### src/rtl/wosp_pkg.sv
// Package for the stereo wavetable oscillator: register indexes, reset values,
// sequencer states and the control bundle of the shared multiply unit.
// No dependencies.
`default_nettype none
package wosp_pkg;

	// configuration register indexes
	localparam logic [1:0] CFG_PHASE_INC = 2'd0;
	localparam logic [1:0] CFG_PAN_POS   = 2'd1;
	localparam logic [1:0] CFG_POST_GAIN = 2'd2;

	localparam int CFG_DATA_W   = 24;
	localparam int INC_W        = 24;
	localparam int PAN_W        = 7;
	localparam int GAIN_W       = 16;
	localparam int FRAC_BITS    = 16;
	localparam int POST_SHIFT   = 12;

	localparam logic [INC_W-1:0]  INC_RESET  = 24'd0;
	localparam logic [PAN_W-1:0]  PAN_RESET  = 7'd32;
	localparam logic [GAIN_W-1:0] GAIN_RESET = 16'd4096;

	// pi/2 in Q30, used to build the sine table
	localparam logic [63:0] PI_HALF_Q30 = 64'd1686629713;

	typedef enum logic [7:0] {
		S_IDLE = 8'b0000_0001,
		S_RDY  = 8'b0000_0010,
		S_RGR  = 8'b0000_0100,
		S_RGL  = 8'b0000_1000,
		S_ML   = 8'b0001_0000,
		S_MRP  = 8'b0010_0000,
		S_MLP  = 8'b0100_0000,
		S_DONE = 8'b1000_0000
	} state_t;

	typedef enum logic {
		SH_PAN  = 1'b0,
		SH_POST = 1'b1
	} shift_t;

	typedef struct packed {
		logic   en;
		shift_t shift;
	} mac_ctl_t;

endpackage
`default_nettype wire

### src/rtl/wavetable_oscillator_stereo_pan.sv
// Stereo wavetable sine oscillator with constant-power pan and post gain.
// A tick runs through S_RDY, S_RGR, S_RGL, S_ML, S_MRP, S_MLP and S_DONE; the result
// is shown when the output is free. Ticks do not overlap, due to the single table
// read port (sample, right gain, left gain) and one shared multiplier (four products).
// A request with sample_tick low is accepted while idle and gives no result.
// Reset (arst_n low, asynchronous) clears phase and restores register defaults.
`default_nettype none
module wavetable_oscillator_stereo_pan #(
	parameter int TABLE_SIZE   = 256, // power of two, 16 to 4096
	parameter int SAMPLE_WIDTH = 16
) (
	input  wire logic                              clk,
	input  wire logic                              arst_n,
	// configuration
	input  wire logic                              cfg_we,
	input  wire logic [1:0]                        cfg_addr,
	input  wire logic [wosp_pkg::CFG_DATA_W-1:0]   cfg_wdata,
	// tick requests
	input  wire logic                              s_tvalid,
	output logic                                   s_tready,
	input  wire logic [7:0]                        s_tdata, // [0] sample_tick
	// stereo samples
	output logic                                   m_tvalid,
	input  wire logic                              m_tready,
	// left_sample, right_sample from bit 0 up, zero-filled to whole bytes
	output logic [((2*SAMPLE_WIDTH+7)/8)*8-1:0]    m_tdata
);

	localparam int AW      = $clog2(TABLE_SIZE);
	localparam int PHW     = AW + wosp_pkg::FRAC_BITS;
	localparam int QUARTER = TABLE_SIZE / 4;
	localparam int MW      = (SAMPLE_WIDTH > 16 ? SAMPLE_WIDTH : 16) + 1;
	localparam int OTW     = ((2*SAMPLE_WIDTH+7)/8)*8;
	localparam int CW      = AW + wosp_pkg::PAN_W;

	wosp_pkg::state_t state_q;
	wosp_pkg::state_t state_d;

	logic [wosp_pkg::INC_W-1:0]  inc_q;
	logic [wosp_pkg::PAN_W-1:0]  pan_q;
	logic [wosp_pkg::GAIN_W-1:0] post_q;
	logic [PHW-1:0]              phase_q;
	logic [PHW+wosp_pkg::INC_W-1:0] phase_sum;

	logic [AW-1:0] pan_idx;
	logic [AW-1:0] rom_addr;
	logic signed [SAMPLE_WIDTH-1:0] rom_q;

	logic signed [SAMPLE_WIDTH-1:0] y_q;
	logic signed [SAMPLE_WIDTH-1:0] ar_q;
	logic signed [SAMPLE_WIDTH-1:0] al_q;
	logic signed [SAMPLE_WIDTH-1:0] right_q;

	wosp_pkg::mac_ctl_t         mac_ctl;
	logic signed [MW-1:0]       mac_a;
	logic signed [MW-1:0]       mac_b;
	logic signed [SAMPLE_WIDTH-1:0] mac_res;

	logic in_acc;
	logic out_free;

	assign s_tready = (state_q == wosp_pkg::S_IDLE);
	assign in_acc   = s_tvalid && s_tready;
	assign out_free = !m_tvalid || m_tready;

	assign phase_sum = (PHW+wosp_pkg::INC_W)'(phase_q) + (PHW+wosp_pkg::INC_W)'(inc_q);

	// clamp pan beyond full right
	always_comb begin
		if (CW'(pan_q) > CW'(QUARTER)) begin
			pan_idx = AW'(QUARTER);
		end else begin
			pan_idx = AW'(pan_q);
		end
	end

	always_comb begin
		case (state_q)
			wosp_pkg::S_RDY: rom_addr = phase_q[PHW-1 -: AW];
			wosp_pkg::S_RGR: rom_addr = pan_idx;
			default:         rom_addr = pan_idx + AW'(QUARTER);
		endcase
	end

	wosp_sine_rom #(
		.TABLE_SIZE  (TABLE_SIZE),
		.SAMPLE_WIDTH(SAMPLE_WIDTH)
	) u_rom (
		.clk      (clk),
		.addr     (rom_addr),
		.rd_data_q(rom_q)
	);

	// pan products first, then the post-gain products on their results
	always_comb begin
		mac_ctl.en    = 1'b0;
		mac_ctl.shift = wosp_pkg::SH_PAN;
		mac_a         = MW'(y_q);
		mac_b         = MW'(rom_q);
		case (state_q)
			wosp_pkg::S_RGL, wosp_pkg::S_ML: begin
				mac_ctl.en = 1'b1;
			end
			wosp_pkg::S_MRP: begin
				mac_ctl.en    = 1'b1;
				mac_ctl.shift = wosp_pkg::SH_POST;
				mac_a         = MW'(ar_q);
				mac_b         = $signed(MW'(post_q));
			end
			wosp_pkg::S_MLP: begin
				mac_ctl.en    = 1'b1;
				mac_ctl.shift = wosp_pkg::SH_POST;
				mac_a         = MW'(al_q);
				mac_b         = $signed(MW'(post_q));
			end
			default: begin
				mac_ctl.en = 1'b0;
			end
		endcase
	end

	wosp_mac #(
		.SAMPLE_WIDTH(SAMPLE_WIDTH)
	) u_mac (
		.clk (clk),
		.ctl (mac_ctl),
		.op_a(mac_a),
		.op_b(mac_b),
		.res (mac_res)
	);

	always_comb begin
		state_d = state_q;
		case (state_q)
			wosp_pkg::S_IDLE: begin
				if (in_acc && s_tdata[0]) begin
					state_d = wosp_pkg::S_RDY;
				end
			end
			wosp_pkg::S_RDY:  state_d = wosp_pkg::S_RGR;
			wosp_pkg::S_RGR:  state_d = wosp_pkg::S_RGL;
			wosp_pkg::S_RGL:  state_d = wosp_pkg::S_ML;
			wosp_pkg::S_ML:   state_d = wosp_pkg::S_MRP;
			wosp_pkg::S_MRP:  state_d = wosp_pkg::S_MLP;
			wosp_pkg::S_MLP:  state_d = wosp_pkg::S_DONE;
			wosp_pkg::S_DONE: begin
				if (out_free) begin
					state_d = wosp_pkg::S_IDLE;
				end
			end
			default:          state_d = wosp_pkg::S_IDLE;
		endcase
	end

	always_ff @(posedge clk or negedge arst_n) begin
		if (!arst_n) begin
			state_q  <= wosp_pkg::S_IDLE;
			inc_q    <= wosp_pkg::INC_RESET;
			pan_q    <= wosp_pkg::PAN_RESET;
			post_q   <= wosp_pkg::GAIN_RESET;
			phase_q  <= '0;
			m_tvalid <= 1'b0;
		end else begin
			state_q <= state_d;
			if (cfg_we) begin
				case (cfg_addr)
					wosp_pkg::CFG_PHASE_INC: inc_q  <= cfg_wdata[wosp_pkg::INC_W-1:0];
					wosp_pkg::CFG_PAN_POS:   pan_q  <= cfg_wdata[wosp_pkg::PAN_W-1:0];
					wosp_pkg::CFG_POST_GAIN: post_q <= cfg_wdata[wosp_pkg::GAIN_W-1:0];
					default: ;
				endcase
			end
			if (in_acc && s_tdata[0]) begin
				phase_q <= phase_sum[PHW-1:0];
			end
			if (state_q == wosp_pkg::S_DONE && out_free) begin
				m_tvalid <= 1'b1;
			end else if (m_tready) begin
				m_tvalid <= 1'b0;
			end
		end
	end

	always_ff @(posedge clk) begin
		if (state_q == wosp_pkg::S_RGR) begin
			y_q <= rom_q;
		end
		if (state_q == wosp_pkg::S_ML) begin
			ar_q <= mac_res;
		end
		if (state_q == wosp_pkg::S_MRP) begin
			al_q <= mac_res;
		end
		if (state_q == wosp_pkg::S_MLP) begin
			right_q <= mac_res;
		end
		if (state_q == wosp_pkg::S_DONE && out_free) begin
			m_tdata <= OTW'({right_q, mac_res});
		end
	end

endmodule
`default_nettype wire

### src/rtl/wosp_sine_rom.sv
// One-period sine table with a registered read port.
// Contents are built at elaboration from a fixed-point odd Taylor series; uses wosp_pkg.
`default_nettype none
module wosp_sine_rom #(
	parameter int TABLE_SIZE   = 256,
	parameter int SAMPLE_WIDTH = 16
) (
	input  wire logic                            clk,
	input  wire logic [$clog2(TABLE_SIZE)-1:0]   addr,
	output logic signed [SAMPLE_WIDTH-1:0]       rd_data_q
);

	localparam int SH = 31 - SAMPLE_WIDTH;
	localparam longint SMAX = (64'sd1 <<< (SAMPLE_WIDTH - 1)) - 64'sd1;

	function automatic logic signed [SAMPLE_WIDTH-1:0] table_entry(input longint idx);
		logic [63:0] p;
		logic [63:0] q;
		logic [63:0] x;
		logic [63:0] x2;
		logic [63:0] term;
		longint      sum;
		longint      mag;
		logic        neg;
		longint      res;
		p   = 64'(idx) << 2;
		neg = 1'b0;
		if (p <= 64'(TABLE_SIZE)) begin
			q = p;
		end else if (p <= 64'(2 * TABLE_SIZE)) begin
			q = 64'(2 * TABLE_SIZE) - p;
		end else if (p <= 64'(3 * TABLE_SIZE)) begin
			q   = p - 64'(2 * TABLE_SIZE);
			neg = 1'b1;
		end else begin
			q   = 64'(4 * TABLE_SIZE) - p;
			neg = 1'b1;
		end
		x    = (wosp_pkg::PI_HALF_Q30 * q + 64'(TABLE_SIZE / 2)) / TABLE_SIZE;
		x2   = (x * x) >> 30;
		term = x;
		sum  = longint'(x);
		term = ((term * x2) >> 30) / 6;
		sum  = sum - longint'(term);
		term = ((term * x2) >> 30) / 20;
		sum  = sum + longint'(term);
		term = ((term * x2) >> 30) / 42;
		sum  = sum - longint'(term);
		term = ((term * x2) >> 30) / 72;
		sum  = sum + longint'(term);
		term = ((term * x2) >> 30) / 110;
		sum  = sum - longint'(term);
		term = ((term * x2) >> 30) / 156;
		sum  = sum + longint'(term);
		term = ((term * x2) >> 30) / 210;
		sum  = sum - longint'(term);
		if (sum < 0) begin
			sum = 0;
		end
		if (sum > (64'sd1 <<< 30)) begin
			sum = 64'sd1 <<< 30;
		end
		mag = (sum + (64'sd1 <<< (SH - 1))) >>> SH;
		if (mag > SMAX) begin
			mag = SMAX;
		end
		res = neg ? -mag : mag;
		return res[SAMPLE_WIDTH-1:0];
	endfunction

	logic signed [SAMPLE_WIDTH-1:0] tab_w [TABLE_SIZE];

	for (genvar i = 0; i < TABLE_SIZE; i++) begin : g_tab
		localparam logic signed [SAMPLE_WIDTH-1:0] VAL = table_entry(longint'(i));
		assign tab_w[i] = VAL;
	end

	always_ff @(posedge clk) begin
		rd_data_q <= tab_w[addr];
	end

endmodule
`default_nettype wire

### src/rtl/wosp_mac.sv
// Shared signed multiplier with round-half-up, right shift and saturation.
// The product is registered; the scaled result follows combinationally. Uses wosp_pkg.
`default_nettype none
module wosp_mac #(
	parameter int SAMPLE_WIDTH = 16
) (
	input  wire logic                                                  clk,
	input  wire wosp_pkg::mac_ctl_t                                    ctl,
	input  wire logic signed [(SAMPLE_WIDTH > 16 ? SAMPLE_WIDTH : 16):0] op_a,
	input  wire logic signed [(SAMPLE_WIDTH > 16 ? SAMPLE_WIDTH : 16):0] op_b,
	output logic signed [SAMPLE_WIDTH-1:0]                             res
);

	localparam int MW = (SAMPLE_WIDTH > 16 ? SAMPLE_WIDTH : 16) + 1;
	localparam int PW = 2 * MW;
	localparam logic signed [PW:0] RND_PAN  = (PW+1)'(64'sd1 <<< (SAMPLE_WIDTH - 2));
	localparam logic signed [PW:0] RND_POST = (PW+1)'(64'sd1 <<< (wosp_pkg::POST_SHIFT - 1));
	localparam logic signed [PW:0] SMAX_X   =
		(PW+1)'((64'sd1 <<< (SAMPLE_WIDTH - 1)) - 64'sd1);
	localparam logic signed [PW:0] SMIN_X   = -SMAX_X - (PW+1)'(1);

	logic signed [PW-1:0] prod_s1;
	wosp_pkg::shift_t     shift_s1;
	logic signed [PW:0]   ext;
	logic signed [PW:0]   scaled;

	always_ff @(posedge clk) begin
		if (ctl.en) begin
			prod_s1  <= op_a * op_b;
			shift_s1 <= ctl.shift;
		end
	end

	always_comb begin
		ext = {prod_s1[PW-1], prod_s1};
		if (shift_s1 == wosp_pkg::SH_POST) begin
			scaled = (ext + RND_POST) >>> wosp_pkg::POST_SHIFT;
		end else begin
			scaled = (ext + RND_PAN) >>> (SAMPLE_WIDTH - 1);
		end
		if (scaled > SMAX_X) begin
			res = SMAX_X[SAMPLE_WIDTH-1:0];
		end else if (scaled < SMIN_X) begin
			res = SMIN_X[SAMPLE_WIDTH-1:0];
		end else begin
			res = scaled[SAMPLE_WIDTH-1:0];
		end
	end

endmodule
`default_nettype wire

### config.mk
export PLATFORM = sky130hd
export DESIGN_NAME = wavetable_oscillator_stereo_pan
export DESIGN_NICKNAME = d
export VERILOG_FILES = /design/src/rtl/wosp_pkg.sv /design/src/rtl/wavetable_oscillator_stereo_pan.sv /design/src/rtl/wosp_sine_rom.sv /design/src/rtl/wosp_mac.sv
export SDC_FILE = /design/constraint.sdc
export NUM_CORES = 1
export LEC_CHECK = 0
export BUFFER_PORTS_ARGS = -buffer_cell sky130_fd_sc_hd__buf_4
export CORE_MARGIN = 5
export CORE_UTILIZATION = 66
export CTS_CLUSTER_DIAMETER = 150
export DETAILED_ROUTE_END_ITERATION = 16
export PLACE_DENSITY = 0.88
export SLEW_MARGIN = 5
export SYNTH_ARGS = -nofsm -noshare
export SYNTH_HDL_FRONTEND = slang
export SYNTH_SLANG_ARGS = --single-unit
### constraint.sdc
create_clock -name clk -period 13.8 [get_ports clk]
set_input_delay 0.69 -clock clk [delete_from_list [all_inputs] [get_ports clk]]
set_output_delay 0.69 -clock clk [all_outputs]
set_load 0.005 [all_outputs]
======== Yosys cells after proc, flatten, opt, wreduce, memory -nomap -nowiden ========
Memory sizes are Yosys's and may differ from the RTL's. A register that Yosys moved wholly into a read port is not among the register bits.
Index checks and enable logic that the tools add are counted.
word-level totals
  flip-flop bits (word level) ............. 211
  ROM bits ................................ 4096
  input port bits ......................... 39
  word-level logic and storage cells ...... 62
  memories kept ........................... 1
cells by class
  $add $sub $neg .......................... 4
  multiply operators ...................... 1
  magnitude comparators ................... 3
  equality and inequality tests ........... 12
  muxes and demuxes ....................... 14
  bitwise logic cells ..................... 1
  reduce and logical (&&, ||, !) cells .... 13
memory list
  name             words  width  read ports  clocked after Yosys merged registers in  write ports  line                 RTL
  (no name shown)  256    16     1           1                                        0            wosp_sine_rom.sv:79  rd_data_q <= tab_w[addr];
operator list
  kind                                                                               count
  8-bit case mux with 8 select lines                                                 1
  34-bit by 13-bit adder with 35-bit output, second input constant                   1
  34-bit by 16-bit adder with 35-bit output, second input constant                   1
  35-bit by 16-bit greater-than comparator with 1-bit output, second input constant  1
  35-bit by 16-bit < comparator with 1-bit output, second input constant             1
  35-bit two-way mux                                                                 1
  17-bit by 17-bit multiplier with 34-bit output                                     1
  17-bit case mux with 2 select lines                                                1
  16-bit two-way mux                                                                 2
  24-bit adder                                                                       1
  17-bit two-way mux                                                                 1
  8-bit two-way mux                                                                  2
  8-bit case mux with 2 select lines                                                 1
  8-bit inverter with 9-bit output                                                   1
  8-bit by 7-bit adder with 8-bit output, second input constant                      1
  8-bit by 1-bit equality test with 1-bit output, second input constant              1
  8-bit by 2-bit equality test with 1-bit output, second input constant              1
  8-bit by 3-bit equality test with 1-bit output, second input constant              1
  8-bit by 4-bit equality test with 1-bit output, second input constant              1
  8-bit by 5-bit equality test with 1-bit output, second input constant              1
  8-bit by 6-bit equality test with 1-bit output, second input constant              1
  8-bit by 7-bit equality test with 1-bit output, second input constant              1
  8-bit equality test, second input constant                                         1
  2-bit AND reduction                                                                4
  other kinds (14)                                                                   19

======== Depth between registers and ports, before layout ========
  word-level depth ........................ 5
  gate-level depth with buffers ........... 33

======== Modules after synthesis ========
A second synthesis with hierarchy kept.
second synthesis, totals
  cell total of the unflattened synthesis .. 2768
  area, all modules ....................... 25411.9 um^2
modules (own cells, without submodules)
  module                           times used  cells each  area each (um^2)  sequential area each (um^2)
  wosp_mac                         1           1403        12731.0           720.7
  wavetable_oscillator_stereo_pan  1           570         7694.9            4888.4
  wosp_sine_rom                    1           795         4986.0            320.3

======== Least setup slack after synthesis ========
No wires, ideal clock.
  path kind ............................... register -> register
  start point ............................. register state_q[7]
  end point ............................... register u_mac.prod_s1[31] (data pin)
  library setup time ...................... 0.262 ns
  arrival time ............................ 7.680 ns
  path slack .............................. 5.858 ns
  cell stages (with the launch flop) ...... 31
  clock period less this slack ............ 7.942 ns
  cell sequence ........................... dfrtp_1 > nor4_1 > and3_1 > and2_1 > clkbuf_1 > clkbuf_1 > a22oi_1 > nand2_1 > nand2_1 > fa_1 > inv_1 > fa_1 > inv_1 > fa_1 > inv_1 > fa_1 > fa_1 > inv_1 > fa_1 > inv_1 > ha_1 > a21oi_1 > o21a_1 > nand3_1 > o21ai_0 > o211ai_1 > a31oi_1 > o21ai_1 > a21oi_1 > o21bai_1 > xor2_1
on the way
  cells in the longest elaborated chain, start to end .. 4
  elaborated cells on any way between the ends .. 6
  classes of those cells .................. mul: 1; eq/ne: 2; mux: 2; reduce/logical: 1
ends and longest elaborated chain
  what                                                                                                              line                                    RTL
  start, declared                                                                                                   wavetable_oscillator_stereo_pan.sv:36   wosp_pkg::state_t state_q;
  start signal, assigned                                                                                            wavetable_oscillator_stereo_pan.sv:157  state_q <= wosp_pkg::S_IDLE;
  start signal, assigned                                                                                            wavetable_oscillator_stereo_pan.sv:164  state_q <= state_d;
  8-bit by 6-bit equality test with 1-bit output or 8-bit by 7-bit equality test with 1-bit output (tied branches)  wavetable_oscillator_stereo_pan.sv:100  case (state_q)
  2-bit OR reduction (no source line)                                                                               n/a
  17-bit two-way mux                                                                                                wavetable_oscillator_stereo_pan.sv:100
  17-bit by 17-bit multiplier with 34-bit output (*)                                                                wosp_mac.sv:29                          prod_s1 <= op_a * op_b;
  end signal, assigned                                                                                              wosp_mac.sv:29
  end, declared                                                                                                     wosp_mac.sv:22                          logic signed [PW-1:0] prod_s1;
Mark *: on every way between the ends. The rest lies on a longest branch, timed or not.
A chain may end at the register's enable or synchronous reset.

======== Worst setup path after layout ========
Ends and elaborated chain as after synthesis.

==> qor.csv <==
metric,value,unit
status,finished clean,
DPL Wire Length,60.36,mm
CP Capture Type,flip-flop,
Die X-Extent,201.8,um
"Hold Vio Cnt, Final",0,
global-route wire length before repair,126.4,mm
Worst Path Required,14.08,ns
PostCTS Resize Cnt,0,
Initial Util,66.63,%
synthesis warning total,0,
clock latency on the worst-skew pair,0.54,ns
crit path from,state_q[7]$_DFFE_PN0P_,
ys flop type,edfxtp_1,
"CTS clk-pin slew, worst paths",0.06,ns
RSZ-0062 raised after global routing,no,
CP arrival,10.00,ns
"Seq/Total Area, Yosys",24.42,%
Max Fclk,102.9,MHz
Post-Syn Nets,3177,
DR DRC count,0,
fin crit share,70.43,%
DR iter-0 viols,2654,
r2r worst-path depth,27,
core area,36430,um^2
FP Rows,70,
max-cap violation count,0,
largest net degree at the start of global routing,81,
Final Skew,0.01269,ns
GPL Wtd Cong,1.045,
worst relative slew slack,13.30,%
CTS tree,yes,
cts bufs inserted,24,
# nets final,3156,
grt total ovfl,0,
drt wl/cell,25.67,um
RR Startpoint,state_q[7]$_DFFE_PN0P_,
Pins Over Slew Limit,0,
Hold/Removal Path Class,input pin to async pin,
die area,40720,um^2
metal2 WL,38.32,mm
Global Route Usage Sum,39.42,%
crit start category,flip-flop,
Avg Inst Size Synth,8.896,um^2
post-synthesis instance area,24280,um^2
vias per cell,6.812,
hold buffers post-CTS,0,
DRT Wirelength,82.00,mm
Setup Buffers After CTS,0,
Synth Instances,2729,
register-to-register setup slack,4.08,ns
met3 wire len,9.067,mm
crit path time final,9.720,ns
critical setup path kind,flip-flop to flip-flop,
"Distinct cells, synth",82,
Util after Layout,71.23,%
Worst-Margin Slew,1.301,ns
H-tree depth,1,
number of fill cells,2564,
reg2reg end,u_mac.prod_s1[31]$_DFFE_PP_,
async set-or-reset flop fraction in the synthesized netlist,37.04,%
Area Growth Syn to Fin,6.896,%
CTS sink count,216,
top-level I/O count,73,
initial antenna violation count,2,
Clock Tree Buf Depth,3,
cell taking the most area after synthesis,fa_1,
CP Max Fanout,16,
Die Height,201.8,um
Clock Tree Root,clkbuf_16,
M1 WL,28.21,mm
Post-synth EDFFs,120,
routed vias,21760,
TNS Setup,0,ns
number of global-route vias before repair,22220,
Synth Register Bits,216,
top routing layer used,met5,
Routed Antenna Nets,0,
Port Buffers,65,
fraction of layout cells with a size suffix above 1,9.064,%
post-synth top area share,23.58,%
drt pass-1 iters,6,
leading post-synthesis cells by cell area,"fa_1 24%, edfxtp_1 15%, dfrtp_1 7.9%",
Final setup viols,0,
crit path to,u_mac.prod_s1[31]$_DFFE_PP_,
critical path: stages (launching register included):
cell	delay, ns
dfrtp_1	0.44
or4_4	0.60
nor3_4	0.22
nand2_1	0.14
nor2_2	0.80
a22oi_1	0.35
and2_1	0.40
or2_2	0.37
fa_1	0.47
fa_1	0.48
inv_1	0.05
fa_1	0.53
inv_1	0.08
fa_1	0.56
fa_1	0.44
fa_1	0.56
inv_1	0.05
ha_1	0.35
a21oi_1	0.22
o21a_1	0.19
nand3_1	0.13
o21ai_0	0.46
o211ai_1	0.36
a31oi_1	0.53
o21ai_1	0.15
a21oi_1	0.26
o21bai_1	0.11
xor2_1	0.15
state kept, by name (all words and copies together) (netlist names), 8 cells and up:
register	cells
u_mac.prod_s1	23
y_q	16
u_rom.rd_data_q	16
right_q	16
ar_q	16
state_q	8
m_tdata	32
al_q	16
post_q	16
inc_q	24
phase_q	24
worst min path at each step:
| stage | cells after the start | end | slack, ns |
|---|---|---|---|
| finish | 1 | post_q[11]$_DFFE_PN0P_ | 0.32 |
| global route | 2 | inc_q[18]$_DFFE_PN0P_ | 0.38 |
| CTS | 1 | post_q[13]$_DFFE_PN0P_ | 0.35 |
| detailed placement | 0 | m_tdata[21]$_DFFE_PP_ | 0.41 |
| global placement | 0 | m_tdata[28]$_DFFE_PP_ | 0.40 |
| floorplan | 0 | inc_q[0]$_DFFE_PN0P_ | 0.39 |
cell usage after synthesis (12+ instances only):
cell and n:
clkbuf_1 126, nor2_1 279, buf_2 16, o31ai_1 14
nor4_1 13, nor3_1 48, a311oi_1 12, a21oi_1 154
a22oi_1 19, o221ai_1 14, a31oi_1 37, xnor2_1 45
inv_1 359, fa_1 286, nand2_1 306, or2_2 12
o211ai_1 20, nand3_1 50, dfrtp_1 77, o21ai_0 145
nand2b_1 23, edfxtp_1 120, a21o_1 18, ha_1 123
mux2i_1 27, mux2_2 63, o21a_1 14, or3_1 13
xor2_1 35, and2_1 24, a211oi_1 20, o22ai_1 15
nor2b_1 18, dfxtp_1 16
cell usage in the layout, fill, tap and decap left out, drive strengths merged, types with 12 or more instances in the layout:
master,n
nor4,15
a31oi,37
a311oi,12
o31ai,14
a21oi,156
nand3,50
xor2,35
xnor2,45
a211oi,20
clkinv,13
nand2,307
o211ai,20
and2,24
nor2b,18
o221ai,14
a21o,18
ha,123
nor2,279
inv,361
a22oi,19
o22ai,15
nand2b,23
fa,286
edfxtp,120
clkbuf,26
nor3,50
or3,13
dfrtp,77
o21ai,148
buf,109
or2,12
mux2i,27
mux2,63
o21a,14
dfxtp,16
area by class of cell:
class	instances	area, um^2	area share, %
Multi-Input combinational cell	1996	16470	63.45
Sequential cell	216	5929	22.85
Inverter	361	1360	5.241
Timing Repair Buffer	109	818.3	3.153
Clock buffer	26	629.4	2.425
Tap cell	468	585.6	2.256
Clock inverter	17	160.2	0.6171
Antenna cell	1	2.502	0.009642
cell families after synthesis:
group,after synthesis,share of synthesized area (%)
simple gates,843,15.59
compound gates,574,15.02
buf+inv,517,8.122
fa+ha+maj,409,29.92
flops,216,24.42
mux,90,4.035
xor+xnor,80,2.886
through the flow:
| step | instances | hold slack (ns) | area, um^2 | worst slack, ns |
|---|---|---|---|---|
| 4_1_cts | 3193 | 0.3481 | 25940 | 4.278 |
| 6_report | 3194 | 0.3233 | 25950 | 4.080 |
| 2_1_floorplan | 2729 | 0.3944 | 24280 | 5.858 |
| 5_1_grt | 3193 | 0.3836 | 25950 | 3.722 |
| 3_3_place_gp | 3150 | 0.4007 | 25160 | 4.655 |
| 3_5_place_dp | 3150 | 0.4052 | 25160 | 4.321 |
routing by layer:
metal | up-vias | global-route usage, %
met1 | 10500 | 47.69
met4 | 4 | 24.49
met2 | 1633 | 64.33
met3 | 471 | 9.065
met5 | - | 0
li1 | 9156 | -
Power is left out: the tool's default activity adds up to more than one toggle a clock period on the data nets, which glitch-free logic cannot reach.
